==> config.mk <==
export PLATFORM = sky130hd
export DESIGN_NAME = sha256_double_hash_engine_core
export DESIGN_NICKNAME = d
export VERILOG_FILES = /design/src/rtl/core/sha256de_pkg.sv /design/src/rtl/core/sha256de_sched.sv /design/src/rtl/core/sha256de_round.sv /design/src/rtl/core/sha256_double_hash_engine_core.sv
export VERILOG_INCLUDE_DIRS = /design/src /design/src/rtl/core
export SDC_FILE = /design/constraint.sdc
export NUM_CORES = 2
export LEC_CHECK = 0
export BUFFER_PORTS_ARGS = -buffer_cell sky130_fd_sc_hd__buf_2
export CAP_MARGIN = 20
export CORE_AREA = 4 4 434 436
export CTS_CLUSTER_SIZE = 30
export DETAILED_ROUTE_END_ITERATION = 10
export DIE_AREA = 0 0 438 440
export GPL_TIMING_DRIVEN = 1
export HOLD_SLACK_MARGIN = 0.06
export SYNTH_ARGS = -nofsm -noshare
export SYNTH_HDL_FRONTEND = slang
export SYNTH_SLANG_ARGS = --single-unit
==> constraint.sdc <==
create_clock -name clk -period 18.2 [get_ports clk]
set_clock_uncertainty 0.1 [all_clocks]
set_input_delay 1.82 -clock clk [delete_from_list [all_inputs] [get_ports clk]]
set_output_delay 1.82 -clock clk [all_outputs]
set_load 0.02 [all_outputs]
==> src/rtl/core/sha256_double_hash_engine_core_assert.svh <==
// ----------------------------------------------------------------------------
// sha256 double hash engine assertion macros
// concurrent assertion wrappers, compiled out when ASSERT_OFF is defined
// ----------------------------------------------------------------------------
`ifndef SHA256_DOUBLE_HASH_ENGINE_CORE_ASSERT_SVH
`define SHA256_DOUBLE_HASH_ENGINE_CORE_ASSERT_SVH

`ifndef ASSERT_OFF
// property must hold at every clock edge outside reset
`define SHA256DE_ASSERT(lbl, clk, rst_n, prop, msg) \
	lbl: assert property (@(posedge clk) disable iff (!rst_n) prop) else $error(msg);
// condition must never be seen outside reset
`define SHA256DE_NEVER(lbl, clk, rst_n, cond, msg) \
	lbl: assert property (@(posedge clk) disable iff (!rst_n) !(cond)) else $error(msg);
`else
`define SHA256DE_ASSERT(lbl, clk, rst_n, prop, msg)
`define SHA256DE_NEVER(lbl, clk, rst_n, cond, msg)
`endif

`endif

==> src/rtl/core/sha256de_pkg.sv <==
// ----------------------------------------------------------------------------
// sha256de_pkg
// shared types, constants and control structs of the sha256 double hash engine
// ----------------------------------------------------------------------------
`timescale 1ns / 1ps
`default_nettype none

package sha256de_pkg;

	typedef logic [31:0] word_t;
	// eight 32-bit words, index 0 is word a / h0
	typedef logic [7:0][31:0] hash_t;

	localparam int unsigned ROUND_W = 6;
	localparam int unsigned POS_W = 4;
	localparam logic [ROUND_W-1:0] LAST_ROUND = ROUND_W'(63);
	localparam logic [POS_W-1:0] LAST_POS = POS_W'(15);

	// initial chain value, element 0 in the low word
	localparam hash_t IV_HASH = {
		32'h5be0cd19, 32'h1f83d9ab, 32'h9b05688c, 32'h510e527f,
		32'ha54ff53a, 32'h3c6ef372, 32'hbb67ae85, 32'h6a09e667
	};

	// padding words of the one-block second pass over a 256-bit digest
	localparam word_t PAD_FIRST = 32'h80000000;
	localparam word_t PAD_LEN = 32'h00000100;

	localparam word_t K_ROM [64] = '{
		32'h428a2f98, 32'h71374491, 32'hb5c0fbcf, 32'he9b5dba5,
		32'h3956c25b, 32'h59f111f1, 32'h923f82a4, 32'hab1c5ed5,
		32'hd807aa98, 32'h12835b01, 32'h243185be, 32'h550c7dc3,
		32'h72be5d74, 32'h80deb1fe, 32'h9bdc06a7, 32'hc19bf174,
		32'he49b69c1, 32'hefbe4786, 32'h0fc19dc6, 32'h240ca1cc,
		32'h2de92c6f, 32'h4a7484aa, 32'h5cb0a9dc, 32'h76f988da,
		32'h983e5152, 32'ha831c66d, 32'hb00327c8, 32'hbf597fc7,
		32'hc6e00bf3, 32'hd5a79147, 32'h06ca6351, 32'h14292967,
		32'h27b70a85, 32'h2e1b2138, 32'h4d2c6dfc, 32'h53380d13,
		32'h650a7354, 32'h766a0abb, 32'h81c2c92e, 32'h92722c85,
		32'ha2bfe8a1, 32'ha81a664b, 32'hc24b8b70, 32'hc76c51a3,
		32'hd192e819, 32'hd6990624, 32'hf40e3585, 32'h106aa070,
		32'h19a4c116, 32'h1e376c08, 32'h2748774c, 32'h34b0bcb5,
		32'h391c0cb3, 32'h4ed8aa4a, 32'h5b9cca4f, 32'h682e6ff3,
		32'h748f82ee, 32'h78a5636f, 32'h84c87814, 32'h8cc70208,
		32'h90befffa, 32'ha4506ceb, 32'hbef9a3f7, 32'hc67178f2
	};

	// message schedule controls
	typedef struct packed {
		logic shift_in;
		logic expand;
		logic load_pad;
	} sched_ctl_t;

	// round unit controls
	typedef struct packed {
		logic load;
		logic step;
	} round_ctl_t;

endpackage

`default_nettype wire

==> src/rtl/core/sha256de_sched.sv <==
// ----------------------------------------------------------------------------
// sha256de_sched
// 16-word message schedule window: takes input words, expands one word a round
// ----------------------------------------------------------------------------
`timescale 1ns / 1ps
`default_nettype none

module sha256de_sched (
	input  wire                      clk,
	input  sha256de_pkg::sched_ctl_t ctl,
	input  sha256de_pkg::word_t      in_word,
	input  sha256de_pkg::hash_t      pad_hash,
	output sha256de_pkg::word_t      w_cur
);

	function automatic sha256de_pkg::word_t small_sigma0(input sha256de_pkg::word_t x);
		small_sigma0 = {x[6:0], x[31:7]} ^ {x[17:0], x[31:18]} ^ (x >> 3);
	endfunction

	function automatic sha256de_pkg::word_t small_sigma1(input sha256de_pkg::word_t x);
		small_sigma1 = {x[16:0], x[31:17]} ^ {x[18:0], x[31:19]} ^ (x >> 10);
	endfunction

	// window slot 0 is the word used by the current round
	sha256de_pkg::word_t win_q [16];
	sha256de_pkg::word_t next_word;

	// next schedule word from the current window
	assign next_word = small_sigma1(win_q[14]) + win_q[9] + small_sigma0(win_q[1]) + win_q[0];
	assign w_cur = win_q[0];

	// window shift, expansion and pad block load
	always_ff @(posedge clk) begin
		if (ctl.load_pad) begin
			for (int i = 0; i < 8; i++) begin
				win_q[i] <= pad_hash[i];
			end
			win_q[8] <= sha256de_pkg::PAD_FIRST;
			for (int i = 9; i < 15; i++) begin
				win_q[i] <= '0;
			end
			win_q[15] <= sha256de_pkg::PAD_LEN;
		end else if (ctl.shift_in || ctl.expand) begin
			for (int i = 0; i < 15; i++) begin
				win_q[i] <= win_q[i+1];
			end
			win_q[15] <= ctl.expand ? next_word : in_word;
		end
	end

endmodule

`default_nettype wire

==> src/rtl/core/sha256de_round.sv <==
// ----------------------------------------------------------------------------
// sha256de_round
// working variables a..h and the shared compression round unit
// ----------------------------------------------------------------------------
`timescale 1ns / 1ps
`default_nettype none

module sha256de_round (
	input  wire                      clk,
	input  sha256de_pkg::round_ctl_t ctl,
	input  sha256de_pkg::hash_t      load_value,
	input  sha256de_pkg::word_t      k,
	input  sha256de_pkg::word_t      w,
	output sha256de_pkg::hash_t      work
);

	function automatic sha256de_pkg::word_t big_sigma0(input sha256de_pkg::word_t x);
		big_sigma0 = {x[1:0], x[31:2]} ^ {x[12:0], x[31:13]} ^ {x[21:0], x[31:22]};
	endfunction

	function automatic sha256de_pkg::word_t big_sigma1(input sha256de_pkg::word_t x);
		big_sigma1 = {x[5:0], x[31:6]} ^ {x[10:0], x[31:11]} ^ {x[24:0], x[31:25]};
	endfunction

	sha256de_pkg::hash_t work_q;
	sha256de_pkg::word_t t1;
	sha256de_pkg::word_t t2;
	sha256de_pkg::word_t ch;
	sha256de_pkg::word_t mj;

	// round function over a=0 .. h=7
	assign ch = (work_q[4] & work_q[5]) ^ (~work_q[4] & work_q[6]);
	assign mj = (work_q[0] & work_q[1]) ^ (work_q[0] & work_q[2]) ^ (work_q[1] & work_q[2]);
	assign t1 = work_q[7] + big_sigma1(work_q[4]) + ch + k + w;
	assign t2 = big_sigma0(work_q[0]) + mj;

	assign work = work_q;

	// load at block start, one round per step
	always_ff @(posedge clk) begin
		if (ctl.load) begin
			work_q <= load_value;
		end else if (ctl.step) begin
			work_q[7] <= work_q[6];
			work_q[6] <= work_q[5];
			work_q[5] <= work_q[4];
			work_q[4] <= work_q[3] + t1;
			work_q[3] <= work_q[2];
			work_q[2] <= work_q[1];
			work_q[1] <= work_q[0];
			work_q[0] <= t1 + t2;
		end
	end

endmodule

`default_nettype wire

==> src/rtl/core/sha256_double_hash_engine_core.sv <==
// ----------------------------------------------------------------------------
// sha256_double_hash_engine_core
// sha-256 / double sha-256 over host-padded 32-bit big-endian message words
// ----------------------------------------------------------------------------
// Each 32-bit word is taken when in_valid is high and in_stall is low; the 16th
// word of a block starts the compression, which runs 64 rounds on a single
// round unit (one round per cycle) and then adds the result into the chain
// value; in_stall is high throughout the compression.
// first_block and last_block are only sampled on the 16th word of a block.
// After a final block an emit state, with in_stall still high, moves the
// digest into the output register once that register is free; with
// double_mode set (reset value) a second compression over the padded digest
// comes first, giving sha256d. The result sits in an output register, so new
// words are taken while it waits; a further digest waits for it.
// double_mode may only be written while the block is idle.
`timescale 1ns / 1ps
`default_nettype none

`include "sha256_double_hash_engine_core_assert.svh"

module sha256_double_hash_engine_core (
	input  wire        clk,
	input  wire        arst_n,
	// configuration
	input  wire        cfg_write_en,
	input  wire        cfg_write_data,
	// input words
	input  wire        in_valid,
	output logic       in_stall,
	input  wire [31:0] message_word,
	input  wire        first_block,
	input  wire        last_block,
	// digest
	output logic       out_valid,
	input  wire        out_stall,
	output logic [63:0] digest_part0,
	output logic [63:0] digest_part1,
	output logic [63:0] digest_part2,
	output logic [63:0] digest_part3
);

	typedef enum logic [3:0] {
		ST_IDLE  = 4'b0001,
		ST_ROUND = 4'b0010,
		ST_FOLD  = 4'b0100,
		ST_EMIT  = 4'b1000
	} state_t;

	state_t st_q;
	logic double_mode_q;
	logic [sha256de_pkg::POS_W-1:0] pos_q;
	logic [sha256de_pkg::ROUND_W-1:0] rnd_q;
	logic last_q;
	logic pass_q;
	logic out_valid_q;
	sha256de_pkg::hash_t chain_q;
	sha256de_pkg::hash_t out_digest_q;

	logic in_acc;
	logic block_start;
	logic load_pad;
	logic out_free;
	sha256de_pkg::hash_t start_hash;
	sha256de_pkg::hash_t fold_base;
	sha256de_pkg::hash_t fold_sum;
	sha256de_pkg::hash_t work;
	sha256de_pkg::word_t w_cur;
	sha256de_pkg::sched_ctl_t sched_ctl;
	sha256de_pkg::round_ctl_t round_ctl;

	// handshake decode
	assign in_stall = (st_q != ST_IDLE);
	assign in_acc = in_valid && !in_stall;
	assign block_start = in_acc && (pos_q == sha256de_pkg::LAST_POS);
	assign out_free = !out_valid_q || !out_stall;
	assign load_pad = (st_q == ST_FOLD) && !pass_q && last_q && double_mode_q;

	// chain value seen by a new block
	assign start_hash = first_block ? sha256de_pkg::IV_HASH : chain_q;

	// final addition, shared by both passes
	assign fold_base = pass_q ? sha256de_pkg::IV_HASH : chain_q;
	always_comb begin
		for (int i = 0; i < 8; i++) begin
			fold_sum[i] = fold_base[i] + work[i];
		end
	end

	// control to the datapath units
	always_comb begin
		sched_ctl.shift_in = in_acc;
		sched_ctl.expand = (st_q == ST_ROUND);
		sched_ctl.load_pad = load_pad;
		round_ctl.load = block_start || load_pad;
		round_ctl.step = (st_q == ST_ROUND);
	end

	sha256de_sched u_sched (
		.clk      (clk),
		.ctl      (sched_ctl),
		.in_word  (message_word),
		.pad_hash (fold_sum),
		.w_cur    (w_cur)
	);

	sha256de_round u_round (
		.clk        (clk),
		.ctl        (round_ctl),
		.load_value (block_start ? start_hash : sha256de_pkg::IV_HASH),
		.k          (sha256de_pkg::K_ROM[rnd_q]),
		.w          (w_cur),
		.work       (work)
	);

	// configuration register
	always_ff @(posedge clk or negedge arst_n) begin
		if (!arst_n) begin
			double_mode_q <= 1'b1;
		end else if (cfg_write_en) begin
			double_mode_q <= cfg_write_data;
		end
	end

	// sequencer, word position, round counter and chain value
	always_ff @(posedge clk or negedge arst_n) begin
		if (!arst_n) begin
			st_q <= ST_IDLE;
			pos_q <= '0;
			rnd_q <= '0;
			last_q <= 1'b0;
			pass_q <= 1'b0;
			chain_q <= sha256de_pkg::IV_HASH;
		end else begin
			if (in_acc) begin
				pos_q <= pos_q + 1'b1;
			end
			case (st_q)
				ST_IDLE: begin
					if (block_start) begin
						last_q <= last_block;
						chain_q <= start_hash;
						st_q <= ST_ROUND;
					end
				end
				ST_ROUND: begin
					rnd_q <= rnd_q + 1'b1;
					if (rnd_q == sha256de_pkg::LAST_ROUND) begin
						st_q <= ST_FOLD;
					end
				end
				ST_FOLD: begin
					if (pass_q) begin
						st_q <= ST_EMIT;
					end else begin
						chain_q <= fold_sum;
						if (!last_q) begin
							st_q <= ST_IDLE;
						end else if (double_mode_q) begin
							pass_q <= 1'b1;
							st_q <= ST_ROUND;
						end else begin
							st_q <= ST_EMIT;
						end
					end
				end
				ST_EMIT: begin
					if (out_free) begin
						pass_q <= 1'b0;
						st_q <= ST_IDLE;
					end
				end
				default: begin
					st_q <= ST_IDLE;
				end
			endcase
		end
	end

	// output register valid
	always_ff @(posedge clk or negedge arst_n) begin
		if (!arst_n) begin
			out_valid_q <= 1'b0;
		end else if ((st_q == ST_EMIT) && out_free) begin
			out_valid_q <= 1'b1;
		end else if (!out_stall) begin
			out_valid_q <= 1'b0;
		end
	end

	// output register data
	always_ff @(posedge clk) begin
		if ((st_q == ST_EMIT) && out_free) begin
			out_digest_q <= pass_q ? fold_sum : chain_q;
		end
	end

	assign out_valid = out_valid_q;
	assign digest_part0 = {out_digest_q[0], out_digest_q[1]};
	assign digest_part1 = {out_digest_q[2], out_digest_q[3]};
	assign digest_part2 = {out_digest_q[4], out_digest_q[5]};
	assign digest_part3 = {out_digest_q[6], out_digest_q[7]};

	// checks
	`SHA256DE_ASSERT(a_state_onehot, clk, arst_n, $onehot(st_q), "state not one-hot")
	`SHA256DE_ASSERT(a_rnd_idle, clk, arst_n, (st_q != ST_ROUND) |-> (rnd_q == '0), "round counter left running")
	`SHA256DE_ASSERT(a_block_start, clk, arst_n, block_start |=> (st_q == ST_ROUND), "block end did not start compression")
	`SHA256DE_ASSERT(a_pass_last, clk, arst_n, pass_q |-> (last_q && (st_q != ST_IDLE)), "second pass without final block")
	`SHA256DE_ASSERT(a_out_from_emit, clk, arst_n, $rose(out_valid_q) |-> $past(st_q == ST_EMIT), "digest presented outside emit")

endmodule

`default_nettype wire

==> summary.txt <==
Layout
  • Post-route insts no fill: 10250
  • Post-layout util: 0.4862
  • Final nets: 8273
  • Area grow syn2layout: 11.17%
  • Share of cells above drive strength 1: 0.1478

Flow run
  • Max-Cap Viols: 0

Critical path
  • Slowest-stage cell, CP: o311ai_0
  • Worst Path Max Fanout: 17
  • Crit. Startpoint: rnd_q[1]
  • Type of origin of the critical path: flip-flop
  • Kind of critical path: reg2reg
  • Kind of end point of the critical path: flip-flop
  • Bufs and invs on worst path: 4
  • Worst EP required: 18.67 ns
  • Crit-path max cell delay: 0.68 ns
  • Arr. time, crit path: 10.16 ns
  • CP top delay family: compound AO/OA/AOI/OAI gates
  • R2r startpoint: rnd_q[1]
  • Cell mode on critical path: o21ai_0

Synth
  • Synthesis Warnings: 0
  • Top cell type's share of synthesized area: 0.3808
  • Mapped Cells: 7499
  • Post-synth EDFFs: 1024
  • Mean Syn Cell Area: 10.77 um2
  • Top cells by area, synth: edfxtp_1 38%, ha_1 6.2%, fa_1 4.9%
  • Top_reg_cell synth: edfxtp_1
  • Syn_nets: 8134
  • Count of cell types in the netlist: 95
  • Sequential area share after synthesis: 0.4678
  • Most frequent cell after synthesis: edfxtp_1
  • Flops & latches, synth: 1298
  • Cell taking the most area after synthesis: edfxtp_1
  • Synthesized area: 80750 um2
  • FFs w/ async S/R, synth: 0.2111
  • Post-synth top cells: 1024 x edfxtp_1, 892 x nand2_1, 423 x xnor2_1

Clocking
  • Clk pin slew, worst setup/hold paths: 0.06 ns
  • Setup Buffers After CTS: 0
  • Clock Root Buffer: clkbuf_16
  • Cts bufs inserted: 149
  • Clock Sinks: 1298
  • CTS tree: done
  • Cts repair resizes: 0
  • H-tree depth: 4
  • Hold_buf cts: 0
  • Clk Latency, worst-skew pair: 0.85 ns
  • Maximum root-to-sink buffer count: 3

Route
  • Drt wl/cell: 31.64 um
  • Final ANT Viol Nets: 0
  • DRC: 0
  • DRT Wirelength: 324300 um
  • Vias after detailed routing: 62730
  • DRT Pass-1 Iters: 6
  • Avg Vias per Cell: 6.120
  • DR iter-0 viols: 7449

STA
  • Slew Limit Headroom: 0.2328
  • Endpoints failing setup: 0
  • Fmax achieved: 103.2 MHz
  • Post-route setup TNS: 0 ns
  • Crit path time final: 9.693 ns
  • Max-slew violation count: 0
  • Final Hold Fails: 0
  • Slew @ Worst Pin: 1.151 ns
  • Final setup slack of the worst path: 8.507 ns
  • RSZ-0062 raised after global routing: no
  • Final period utilization: 0.5326

Floorplan
  • Rows: 158
  • Die Wd: 438 um
  • Die Span Y: 440 um
  • Die area: 192700 um2
  • Core ar.: 184600 um2
  • Initial core utilization: 0.4374
  • Io pins: 298

GRT
  • Aggregate global-route resource usage: 0.3299
  • GRT Residual Overflow: 0
  • Initial antenna violation count: 16
  • First-pass GRT wire length: 454200 um
  • Pin count of the biggest net entering global routing: 122
  • Vias in the first global route: 60160

Placement
  • IO buf count: 297
  • Worst slack, placed: 8.588 ns
  • Placer congestion estimate: 0.9911
  • Inst Count DP: 9966
  • Post-DP HPWL: 241400 um

Worst hold path
  • Worst hold path class: reg2reg
  • Hold path start: pos_q[3]

Outcome
  • Status: finished, final reports clean
[logic make-up after synthesis]
kind of cell	count (synthesis)	share of synthesized area
simple gates	2112	0.1252
compound gates	2007	0.1721
flops	1298	0.4678
buf+inv	703	0.03272
fa+ha+maj	598	0.1108
xor+xnor	572	0.06221
mux	209	0.02921
[stage by stage]
| stage | hold slack (ns) | cell area (um2) |
|---|---|---|
| floorplan | 0.3600 | 80760 |
| global placement | 0.3745 | 84700 |
| detailed placement | 0.3893 | 84700 |
| CTS | 0.3974 | 89750 |
| global route | 0.4112 | 89760 |
| finish | 0.3950 | 89770 |
[cells in the final DEF, fill, tap and decap left out, types with 87 or more instances in the layout]
cell type     n
nor2b_1     147
nand3_1      98
ha_1        399
clkbuf_16   150
a21o_1      288
buf_2       296
inv_1       300
fa_1        196
nand2_1     888
a21oi_1     420
a22o_1      186
dfrtp_1     133
mux2_2      183
xor2_1      148
or2_2       137
and2_1      243
dfstp_2     138
xnor2_1     423
nor2_1      295
o21ai_0     361
o22a_1      213
edfxtp_1   1024
buf_4        87
[path summary, 6_finish.rpt]
| kind | to | cells after the start | slack (ns) |
|---|---|---|---|
| max | u_round.work[31] | 31 | 8.51 |
| min | pos_q[3] | 1 | 0.40 |
| max reg2reg | u_round.work[31] | 31 | 8.51 |
| min reg2reg | pos_q[3] | 1 | 0.40 |
| max in group asynchronous | chain_q[126] | 4 | 14.40 |
| min in group asynchronous | chain_q[67] | 1 | 0.90 |
[cell type report]
cell class              count  area [um2]
multi-input cells        5498       40470
clock inverters            92        1099
flip-flops and latches   1298       37790
fillers                 16970       94870
well taps                2480        3103
repair buffers            388        2217
clock buffers             187        3953
diodes                      5       12.51
inverters                 303        1137
[registers in the layout, indices dropped and copies added (netlist names), 4 cells and up]
name / flops
digest_part2: 64
pos_q: 4
digest_part3: 64
chain_q: 256
u_sched.win_q: 512
u_round.work: 256
digest_part0: 64
digest_part1: 64
st_q: 4
rnd_q: 6
[routing by layer]
metal  wire length [um]  vias up  share of wire  global-route usage
met5                 45        -        0.00014                   0
met4              19170        8          0.059              0.1663
met3              28790      601          0.089             0.06752
met2             140000     3079           0.43              0.4908
met1             136300    31590           0.42              0.4574
li1                   -    27460              -                   -
Power is left out: the tool's default activity adds up to more than one toggle a clock period on the data nets, which glitch-free logic cannot reach.
